[src/design/jps_pkg.sv]
// Shared types and constants for the Jacobi five-point stencil sweep core.
`timescale 1ns / 1ps
`default_nettype none
package jps_pkg;

  localparam int MAX_WIDTH  = 1024;
  localparam int ADDR_W     = $clog2(MAX_WIDTH);
  localparam int GW_W       = 11;
  localparam int GH_W       = 16;
  localparam int Q_DEPTH    = 4;
  localparam int Q_PTR_W    = $clog2(Q_DEPTH);

  typedef logic signed [31:0] val_t;

  typedef enum logic [2:0] {
    CFG_GRID_WIDTH  = 3'd0,
    CFG_GRID_HEIGHT = 3'd1,
    CFG_COEF_X      = 3'd2,
    CFG_COEF_Y      = 3'd3,
    CFG_DIAG_GAIN   = 3'd4
  } cfg_idx_t;

  // One queued work entry: up to two results plus stencil operands.
  // The lower neighbor is the incoming cell itself (cur).
  typedef struct packed {
    logic has1;
    logic int1;
    logic has2;
    logic last;
    val_t border_val;
    val_t left;
    val_t right;
    val_t up;
    val_t cur;
    val_t rhs;
  } op_t;

  // What travels alongside the arithmetic pipeline.
  typedef struct packed {
    logic has1;
    logic int1;
    logic has2;
    logic last;
    val_t first_val;
    val_t cur;
  } tag_t;

  typedef struct packed {
    logic [31:0] coef_x;
    logic [31:0] coef_y;
    logic [31:0] diag_gain;
  } coef_t;

endpackage
`default_nettype wire

[src/design/jps_queue.sv]
// Short FIFO of work entries between front end and arithmetic back end.
`timescale 1ns / 1ps
`default_nettype none
module jps_queue (
  input  wire logic                      clk,
  input  wire logic                      rst_n,
  input  wire logic                      push,
  input  wire jps_pkg::op_t              push_op,
  input  wire logic                      pop,
  output logic                           head_valid,
  output jps_pkg::op_t                   head_op,
  output logic [jps_pkg::Q_PTR_W:0]      q_free
);
  import jps_pkg::*;

  op_t                ent_r [Q_DEPTH];
  logic [Q_PTR_W-1:0] wr_ptr_r, rd_ptr_r;
  logic [Q_PTR_W:0]   cnt_r, cnt_nxt;

  always_comb begin
    head_valid = cnt_r != '0;
    head_op    = ent_r[rd_ptr_r];
    q_free     = (Q_PTR_W+1)'(Q_DEPTH) - cnt_r;
    cnt_nxt    = cnt_r + {{Q_PTR_W{1'b0}}, push} - {{Q_PTR_W{1'b0}}, pop};
  end

  always_ff @(posedge clk) begin
    if (!rst_n) begin
      wr_ptr_r <= '0;
      rd_ptr_r <= '0;
      cnt_r    <= '0;
    end else begin
      cnt_r <= cnt_nxt;
      if (push) begin
        wr_ptr_r <= wr_ptr_r + Q_PTR_W'(1);
      end
      if (pop) begin
        rd_ptr_r <= rd_ptr_r + Q_PTR_W'(1);
      end
    end
  end

  always_ff @(posedge clk) begin
    if (push) begin
      ent_r[wr_ptr_r] <= push_op;
    end
  end

`ifndef NO_ASSERTIONS
  a_no_overflow: assert property (@(posedge clk) disable iff (!rst_n)
    !(push && (cnt_r == (Q_PTR_W+1)'(Q_DEPTH))))
    else $error("queue push while full");
  a_no_underflow: assert property (@(posedge clk) disable iff (!rst_n)
    !(pop && (cnt_r == '0)))
    else $error("queue pop while empty");
  a_count: assert property (@(posedge clk) disable iff (!rst_n)
    (push && !pop) |=> (cnt_r == $past(cnt_r) + (Q_PTR_W+1)'(1)))
    else $error("queue count did not advance on push");
`endif

endmodule
`default_nettype wire

[config.mk]
export PLATFORM = sky130hd
export DESIGN_NAME = jps_queue
export DESIGN_NICKNAME = d
export VERILOG_FILES = /design/src/design/jps_pkg.sv /design/src/design/jps_queue.sv
export SDC_FILE = /design/constraint.sdc
export NUM_CORES = 1
export LEC_CHECK = 0
export BUFFER_PORTS_ARGS = -buffer_cell sky130_fd_sc_hd__buf_4
export CAP_MARGIN = 25
export CORE_MARGIN = 5
export CORE_UTILIZATION = 50
export CTS_CLUSTER_SIZE = 24
export DETAILED_ROUTE_END_ITERATION = 8
export PLACE_DENSITY_LB_ADDON = 0.08
export SETUP_SLACK_MARGIN = 0.05
export SYNTH_ARGS = -nofsm -noshare
export SYNTH_HDL_FRONTEND = slang
export SYNTH_SLANG_ARGS = --single-unit
[constraint.sdc]
create_clock -name clk -period 7.2 [get_ports clk]
set_clock_uncertainty 0.2 [all_clocks]
set_input_delay 1.44 -clock clk [delete_from_list [all_inputs] [get_ports clk]]
set_output_delay 1.44 -clock clk [all_outputs]
set_load 0.1 [all_outputs]
; ---- Word level (Yosys, flattened, before mapping)
; Memory sizes are Yosys's and may differ from the RTL's. A register that Yosys moved wholly into a read port is not among the register bits.
; Index checks and enable logic that the tools add are counted.
[word_totals]
regBits = 7
mem_bits_rw = 784
output_inout_bits = 200
elab_cells = 14
n_memories = 1
[memory_table]
columns = memory, words, word_bits, read_ports, rd_ports_with_merged_regs, write_ports, line
row1 = ent_r, 4, 196, 1, 1, 1, jps_queue.sv:16  ; op_t ent_r [Q_DEPTH];
[op_classes]
n_addsub = 5
n_mux = 4
reduce_logical = 1
[op_table]
columns = cell, n
row1 = $add A2 B1 Y2 const B, 2
row2 = $mux W2, 2
row3 = $add A3 B1 Y3, 1
row4 = $reduce_bool A3 Y1, 1
row5 = $sub A3 B1 Y3, 1
row6 = $sub A3 B3 Y3 const A, 1
row7 = $mux W1, 2

; ---- Logic depth before layout (Yosys ltp)
; Gate-level depths: netlist of run 1.
[depth]
depth_word = 3
depth_mapped = 8

; ---- Least setup slack after synthesis of run 1
; OpenSTA, ideal clock, no wires.
[synth_path]
path_type = input to register
start = input port push
end = memory ent_r[0][0] (netlist name), enable pin
arrival_time_ps = 5888
required_time_ps = 6420
setup_slack_ps = 532
cell_stages = 1
path_buffers = 0
path_cell_list = and2_1
[synth_via]
elab_chain_cells = 2
[synth_rtl]
columns = item, line
row1 = from (decl), jps_queue.sv:7  ; input wire logic push,
row2 = $mux W1, jps_queue.sv:44  ; if (push) begin
row3 = $mux W1 (implied by the code), jps_queue.sv:45  ; ent_r[wr_ptr_r] <= push_op;
row4 = to (decl), jps_queue.sv:16
; No other way between the ends.

==> flow_summary.toml, run 1 <==
[critical_path]
crit_path_start_kind = "register"
cp_num_buf_inv = 2
reg2reg_depth = 3
cp.required_ns = 5.56
crit_slowest_cell = "dfxtp_4"
r2r_end = "ent_r[1][128]"
reg2reg_from = "wr_ptr_r[0]"
cp.arrival_ns = 2.99
reg2reg_slack_ns = 4.52
cp-end-kind = "output port"
slowest_delay_ns = 0.78
crit_family = "buffers and inverters"
path_cells = "buf_4 -> mux4_2 -> buf_4"
critPathMaxFanout = 36
cpMostUsedCell = "buf_4"
path_class = "register to output port"

[power]
powerDensity_nw_per_um2 = 329.7
fin_total_pwr_mw = 11.56
cellLeakagePower_nw = 11.73
peakVddDrop_v = 0.0003867

[die]
start_util_pct = 50.69
core_area_um2 = 56710
die_w_um = 249.8
die_y_um = 249.8
top_level_ports = 400
std_cell_rows = 87
die_area_um2 = 62390

[clock_network]
cts_setup_buffers = 0
insertion_delay_ns = 0.59
cts_tree = "done"
cts.sinks = 793
cts_buffers = 81
clockBufferDepth = 3
cts.root.buffer_cell = "clkbuf_16"
h-tree-depth = 3
cts_resized = 0
postCtsHoldBufs = 0
clkTransAtPathRegs_ns = 0.05

[hold_path]
min_delay_path_depth = 2
min_path_type = "register to register"
hp-start = "rd_ptr_r[0]"

[route]
viasPerCell = 5.425
routed-via-count = 12717
antenna_left = 0
wl_per_cell_um = 24.86
wirelength_mm = 58.27
drtIter0Drc = 702
drc = 0
drtPass1Iterations = 5

[sta]
setup_viol = 0
hold-worst-slack_ns = 0.3312
tightest_slew_ns = 0.9605
fin_setup_tns_ns = 0
timing.fmax_mhz = 215.9
max-slew-margin-rel_pct = 35.97
rsz0062_at_grt = "false"
finalCritPeriodShare_pct = 64.34
fin_crit_ns = 4.633
finalWorstSetupSlack_ns = 2.567
maxSlewViolCount = 0
finalHoldViolCount = 0

[synthesis]
yosysWarnings = 0
syn_area_um2 = 28750
syn_inst = 1071
yosysUniqueCellTypes = 18
synth_fp_nets = 1280
yosysSeqAreaShare_pct = 82.52
ys_ff_latch = 793
avgSynthCellArea_um2 = 26.84

[placement]
place_hpwl_mm = 35.40
dp_slack_ns = 3.066
numPlacedInstances = 2195
gp_congestion = 0.7339
port_buffers = 399
place_area_um2 = 32570

[final_layout]
syn2layout_area_growth_pct = 21.94
fin_area_um2 = 35050
fin_nets = 1731
layout.cells.non_filler = 2344
post-route-util_pct = 61.81
nFillCells = 3933
layout-drive-gt1-share_pct = 45.64

[global_route]
grt_pass1_wl_mm = 87.40
antenna_found_initial = 8
grt_use_total_pct = 18.57
grt_overflow = 0
grt_pass1_vias = 13708
grt_max_degree = 103

[job]
maxCapViolations = 0

[run_status]
outcome = "finished, final reports clean"
-- synth_stat cells --
cell type,n,area (µm²)
inv_1,10,37.54
ha_1,8,100.1
nor2_1,6,22.52
and2_1,5,31.28
buf_2,21,105.1
dfxtp_1,9,180.2
a21bo_2,1,10.01
xnor2_1,2,17.52
clkbuf_1,6,22.52
mux4_2,196,4414
buf_6,17,191.4
mux2i_1,1,10.01
xnor3_1,1,22.52
a21oi_1,1,5.000
fa_1,1,20.02
nand3b_1,1,7.510
buf_4,1,7.510
edfxtp_1,784,23540
-- report_power, final --
| group | switching [mW] | internal [mW] |
|---|---|---|
| combinational | 1.73 | 0.558 |
| sequential | 0.0621 | 5.31 |
| clock | 1.63 | 2.27 |
| total | 3.42 | 8.14 |
-- state kept, by name, indices dropped and copies added (netlist names), named ones only --
signal	cells
cnt_r	3
ent_r	784
rd_ptr_r	2
wr_ptr_r	2
-- worst register-to-register path, stage by stage (launching register included) --
cell	delay (ns)
dfxtp_1	0.40
ha_1	0.17
and2_4	0.71
buf_4	0.79
-- how the worst max path moves through the flow --
stage,from,endpoint,slack [ns],depth (start not counted)
after floorplan,push,ent_r[0][0],0.53,1
after global placement,register,head_op[52],3.05,3
after detailed placement,register,head_op[136],3.07,3
after CTS,register,head_op[136],2.40,3
after global routing,register,head_op[136],2.27,3
final,register,head_op[136],2.57,3
-- cell type report --
| class | instances | area (µm²) | area share [%] |
|---|---|---|---|
| flip-flops and latches | 793 | 23730 | 67.69 |
| multi-input cells | 223 | 4671 | 13.32 |
| repair buffers | 413 | 3188 | 9.094 |
| clock buffers | 108 | 2180 | 6.218 |
| well taps | 756 | 945.9 | 2.698 |
| clock inverters | 37 | 292.8 | 0.8352 |
| inverters | 10 | 37.54 | 0.1071 |
| diodes | 4 | 10.01 | 0.02855 |
-- layout by cell type (no fill, tap or decap), types with 6 or more instances in the layout --
cell type / count
clkinv_2: 12
clkinv_1: 15
clkbuf_16: 82
buf_4: 406
inv_1: 10
edfxtp_1: 784
mux4_2: 196
dfxtp_1: 7
buf_12: 7
nor2_1: 6
clkbuf_1: 23
ha_1: 8
-- layer usage --
layer	track usage [%]	vias up	part of all wire (%)
met5	0	-	0.070
met4	5.347	6	2.4
met3	7.288	96	8.5
met2	30.07	344	50
met1	23.71	6719	39
li1	-	5552	-
-- kinds of logic (layout without fill, tap and decap cells) --
| logic type | Yosys count | in the layout | share of synthesized area [%] |
|---|---|---|---|
| flops | 793 | 793 | 82.52 |
| other cells | 0 | 4 | 0 |
| xor+xnor | 3 | 3 | 0.1393 |
| simple gates | 12 | 12 | 0.2133 |
| mux | 197 | 197 | 15.39 |
| buf+inv | 55 | 568 | 1.267 |
| fa+ha+maj | 9 | 9 | 0.4178 |
| compound gates | 2 | 2 | 0.05221 |
Power figures use the tool's default switching activity.
==> run 2, diff against run 1 <==
==> constraint.sdc (replaced) <==
create_clock -name clk -period 4.5 [get_ports clk]
set_clock_uncertainty 0.2 [all_clocks]
set_input_delay 0.9 -clock clk [delete_from_list [all_inputs] [get_ports clk]]
set_output_delay 0.9 -clock clk [all_outputs]
set_load 0.1 [all_outputs]
==> run 2 against run 1 <==
Effect of this change:
- combinational power increased by 62%
- core utilization increased by 0.63 points
- worst hold slack got worse by 0.038 ns
- design area increased by 1.0%
- highest routed layer unchanged
- critical endpoint is now head_op[190]
- flip-flop and latch count unchanged
- count of clock-buffer cells in the layout increased by 1
- sequential power increased by 60%
- cell count increased by 0.55%
- clock power increased by 67%
- first-iteration DRC count increased by 5.8%
- global-route usage increased by 0.10 points
- largest cell class unchanged
- wire length increased by 0.46%
==> flow_summary.toml, run 2 (same netlist as run 1, synthesis figures left out) <==
[clock_network]
insertion_delay_ns = 0.60
cts_buffers = 82
cts_tree = "done"
cts_resized = 0
cts.root.buffer_cell = "clkbuf_16"
h-tree-depth = 3
cts_setup_buffers = 0
cts.sinks = 793
clkTransAtPathRegs_ns = 0.06
postCtsHoldBufs = 0
clockBufferDepth = 3

[die]
start_util_pct = 50.69
top_level_ports = 400
die_w_um = 249.8
std_cell_rows = 87
die_y_um = 249.8
core_area_um2 = 56710
die_area_um2 = 62390

[global_route]
grt_pass1_wl_mm = 87.29
grt_pass1_vias = 13354
grt_max_degree = 67
grt_overflow = 0
grt_use_total_pct = 18.67
antenna_found_initial = 7

[route]
wl_per_cell_um = 24.83
routed-via-count = 12837
drtPass1Iterations = 4
drtIter0Drc = 743
drc = 0
viasPerCell = 5.446
wirelength_mm = 58.54
antenna_left = 0

[critical_path]
path_class = "register to output port"
critPathMaxFanout = 46
path_cells = "buf_12 -> mux4_2 -> buf_4"
cp.arrival_ns = 2.49
cp-end-kind = "output port"
slowest_delay_ns = 0.89
crit_slowest_cell = "dfxtp_4"
cp.required_ns = 3.40
crit_path_start_kind = "register"
reg2reg_depth = 4

[sta]
timing.fmax_mhz = 278.5
rsz0062_at_grt = "false"
setup_viol = 0
fin_setup_tns_ns = 0
finalCritPeriodShare_pct = 79.79
maxSlewViolCount = 0
finalHoldViolCount = 0
tightest_slew_ns = 0.9239
max-slew-margin-rel_pct = 38.41
fin_crit_ns = 3.591

[final_layout]
syn2layout_area_growth_pct = 23.18
fin_nets = 1744
seq_area_um2 = 23730
layout-drive-gt1-share_pct = 46.53
largest_reg_flops = 784
mostFrequentLayoutCells = "784 x edfxtp_1, 407 x buf_4, 196 x mux4_2"
layout_commonest_cell = "edfxtp_1"
nFillCells = 3929
multi_input_area_um2 = 4671
regMostFlops = "ent_r"
reg.largest.list = "ent_r x784, cnt_r x3"

[power]
fin_total_pwr_mw = 18.81
powerDensity_nw_per_um2 = 531.1
cellLeakagePower_nw = 11.89
peakVddDrop_v = 0.0007470

[job]
maxCapViolations = 0

[hold_path]
min_delay_path_depth = 1
min_path_type = "primary input to register"

[placement]
gp_congestion = 0.7300
place_hpwl_mm = 35.66
port_buffers = 399

[run_status]
outcome = "finished, final reports clean"
## run 2: changes by cell type in the layout (fill, tap and decap cells not counted), moves of 2 or more
cell / change
clkinvlp_4: +2
bufinv_16: +3
clkinv_1: -6
clkinv_2: +4
diode_2: -2
clkbuf_16: +3
clkbuf_8: -2
buf_12: +11
## run 2: layout make-up
cell class / count / share of cell area, %
Clock inverter: 39 / 1.071
Multi-Input combinational cell: 223 / 13.19
Sequential cell: 793 / 67.01
Timing Repair Buffer: 425 / 9.646
Antenna cell: 2 / 0.01413
Inverter: 10 / 0.1060
Tap cell: 756 / 2.671
Clock buffer: 109 / 6.289
## run 2: final timing paths
kind	slack (ns)	startpoint	to
setup reg to reg	2.20	wr_ptr_r[0]	ent_r[2][194]
hold / removal	0.29	push_op[46]	ent_r[0][46]
hold reg to reg	0.32	rd_ptr_r[1]	register
setup / recovery	0.91	register	head_op[190]
## run 2: power by group
group	leakage (nW)	switching (mW)	total (mW)	internal, mW
registers	7.28	0.0885	8.58	8.50
clock network	1.27	2.63	6.51	3.88
logic	3.35	2.79	3.71	0.919
## run 2: stage by stage
| stage | cell area (µm²) | hold WS, ns | setup slack (ns) | util, % | instances |
|---|---|---|---|---|---|
| after CTS | 35410 | 0.2444 | 0.8079 | 62.43 | 2355 |
| final | 35410 | 0.2927 | 0.9094 | 62.44 | 2357 |
| after floorplan | 28750 | 0.2993 | 0.5585 | - | 1071 |
| after global placement | 32800 | 0.3000 | 1.462 | 57.84 | 2207 |
| after detailed placement | 32800 | 0.3160 | 1.459 | 57.84 | 2207 |
| after global routing | 35410 | 0.2470 | 0.7707 | 62.44 | 2356 |
## run 2: metal layers
| layer | global-route usage, % | part of all wire, % |
|---|---|---|
| met5 | 0 | 0.11 |
| met4 | 4.343 | 1.8 |
| met3 | 6.778 | 8.4 |
| met2 | 29.28 | 49 |
| met1 | 25.62 | 40 |
## run 2: critical path: cells and delay by family (launching register included)
| family | cells | cell delay, ns |
|---|---|---|
| DFF | 1 | 0.89 |
| muxes | 1 | 0.37 |
| buffers and inverters | 2 | 0.59 |
==> run 3, diff against run 2 <==
==> constraint.sdc (replaced) <==
create_clock -name clk -period 3.6 [get_ports clk]
set_clock_uncertainty 0.2 [all_clocks]
set_input_delay 0.72 -clock clk [delete_from_list [all_inputs] [get_ports clk]]
set_output_delay 0.72 -clock clk [all_outputs]
set_load 0.1 [all_outputs]
==> run 3 against run 2 <==
Effect of this change:
- worst setup slack lost 0.62 ns
- largest cell class unchanged
- sequential power grew 25%
- flip-flop and latch count unchanged
- power rose by 24%
- core utilization fell by 0.12 points
- via count down 0.44%
- critical endpoint is now head_op[84]
- global-route usage down 0.31 points
==> flow_summary.toml, run 3 (same netlist as run 1, synthesis figures left out) <==
[run_status]
outcome = "finished, final reports clean"

[critical_path]
path_cells = "buf_4 -> mux4_2 -> buf_4"
cp.arrival_ns = 2.39
slowest_delay_ns = 0.58
cpMostUsedCell = "buf_4"
critPathMaxFanout = 23
crit_path_start_kind = "register"
path_class = "register to output port"
cp-end-kind = "output port"
crit_slowest_cell = "mux4_2"
cp.required_ns = 2.68

[clock_network]
cts.root.buffer_cell = "clkbuf_16"
clockBufferDepth = 3
clkTransAtPathRegs_ns = 0.06
cts.sinks = 793
postCtsHoldBufs = 0
cts_setup_buffers = 0
cts_tree = "done"
insertion_delay_ns = 0.59
cts_buffers = 79
h-tree-depth = 3
cts_resized = 0

[route]
antenna_left = 0
routed-via-count = 12781
drtIter0Drc = 822
wirelength_mm = 57.83
wl_per_cell_um = 24.60
drtPass1Iterations = 5
drc = 0
viasPerCell = 5.436

[sta]
fin_setup_tns_ns = 0
finalWorstSetupSlack_ns = 0.2875
timing.fmax_mhz = 301.9
hold-worst-slack_ns = 0.1098
setup_viol = 0
finalCritPeriodShare_pct = 92.02
rsz0062_at_grt = "false"
maxSlewViolCount = 0
tightest_slew_ns = 0.8058
finalHoldViolCount = 0
max-slew-margin-rel_pct = 46.28
fin_crit_ns = 3.313

[final_layout]
seq_area_um2 = 23730
multi_input_area_um2 = 4671
syn2layout_area_growth_pct = 22.95
reg.largest.list = "ent_r x784, cnt_r x3"
layout.cells.non_filler = 2351
fin_area_um2 = 35340
mostFrequentLayoutCells = "784 x edfxtp_1, 404 x buf_4, 196 x mux4_2"
fin_nets = 1739
largest_reg_flops = 784
nFillCells = 3924
regMostFlops = "ent_r"
post-route-util_pct = 62.32
layout-drive-gt1-share_pct = 46.04
layout_commonest_cell = "edfxtp_1"

[power]
peakVddDrop_v = 0.0005080
fin_total_pwr_mw = 23.40
powerDensity_nw_per_um2 = 662.2
cellLeakagePower_nw = 11.86

[global_route]
grt_max_degree = 112
grt_overflow = 0
busiest_layer = "met2"
antenna_found_initial = 4
grt_pass1_wl_mm = 86.67
grt_use_met1_pct = 25.20
grt_pass1_vias = 13474
grt_util_met2_pct = 28.46
grt_use_met3_pct = 6.080
grt_use_total_pct = 18.36

[die]
die_area_um2 = 62390
std_cell_rows = 87
start_util_pct = 50.69
die_y_um = 249.8
die_w_um = 249.8
top_level_ports = 400
core_area_um2 = 56710

[placement]
numPlacedInstances = 2205
place_hpwl_mm = 34.89
port_buffers = 399
dp_slack_ns = 0.8432
gp_congestion = 0.7190
place_area_um2 = 32800

[hold_path]
min_path_type = "primary input to register"

[job]
maxCapViolations = 0
==> run 3: final timing paths <==
kind	start	end	slack, ns	cells past startpoint
setup / recovery	register	head_op[84]	0.29	3
hold reg to reg	rd_ptr_r[0]	register	0.34	2
setup reg to reg	wr_ptr_r[0]	ent_r[3][169]	1.66	3
hold / removal	push_op[192]	ent_r[0][192]	0.11	1
==> run 3: layout make-up <==
| cell class | instances | area share [%] |
|---|---|---|
| clock inverters | 43 | 1.246 |
| well taps | 756 | 2.676 |
| multi-input cells | 223 | 13.22 |
| inverters | 10 | 0.1062 |
| clock buffers | 100 | 5.937 |
| diodes | 3 | 0.02124 |
| flip-flops and latches | 793 | 67.14 |
| repair buffers | 423 | 9.657 |
==> run 3: routing by layer <==
layer,vias up,share of wire [%]
li1,5563,-
met1,6749,41
met2,360,49
met3,107,7.6
met4,2,3.0
met5,-,0.022
==> run 3: worst max-delay path, delay by kind of cell, from the launching register on <==
family / cells / cell delay (ns)
mux: 1 / 0.58
buf+inv: 2 / 0.71
flops: 1 / 0.47
==> run 3: power by group <==
part           total [mW]  switching [mW]  internal, mW  leakage [nW]
Clock                8.03            3.26          4.77          1.24
Sequential           10.7          0.0998          10.6          7.28
Combinational        4.66            3.50          1.16          3.34
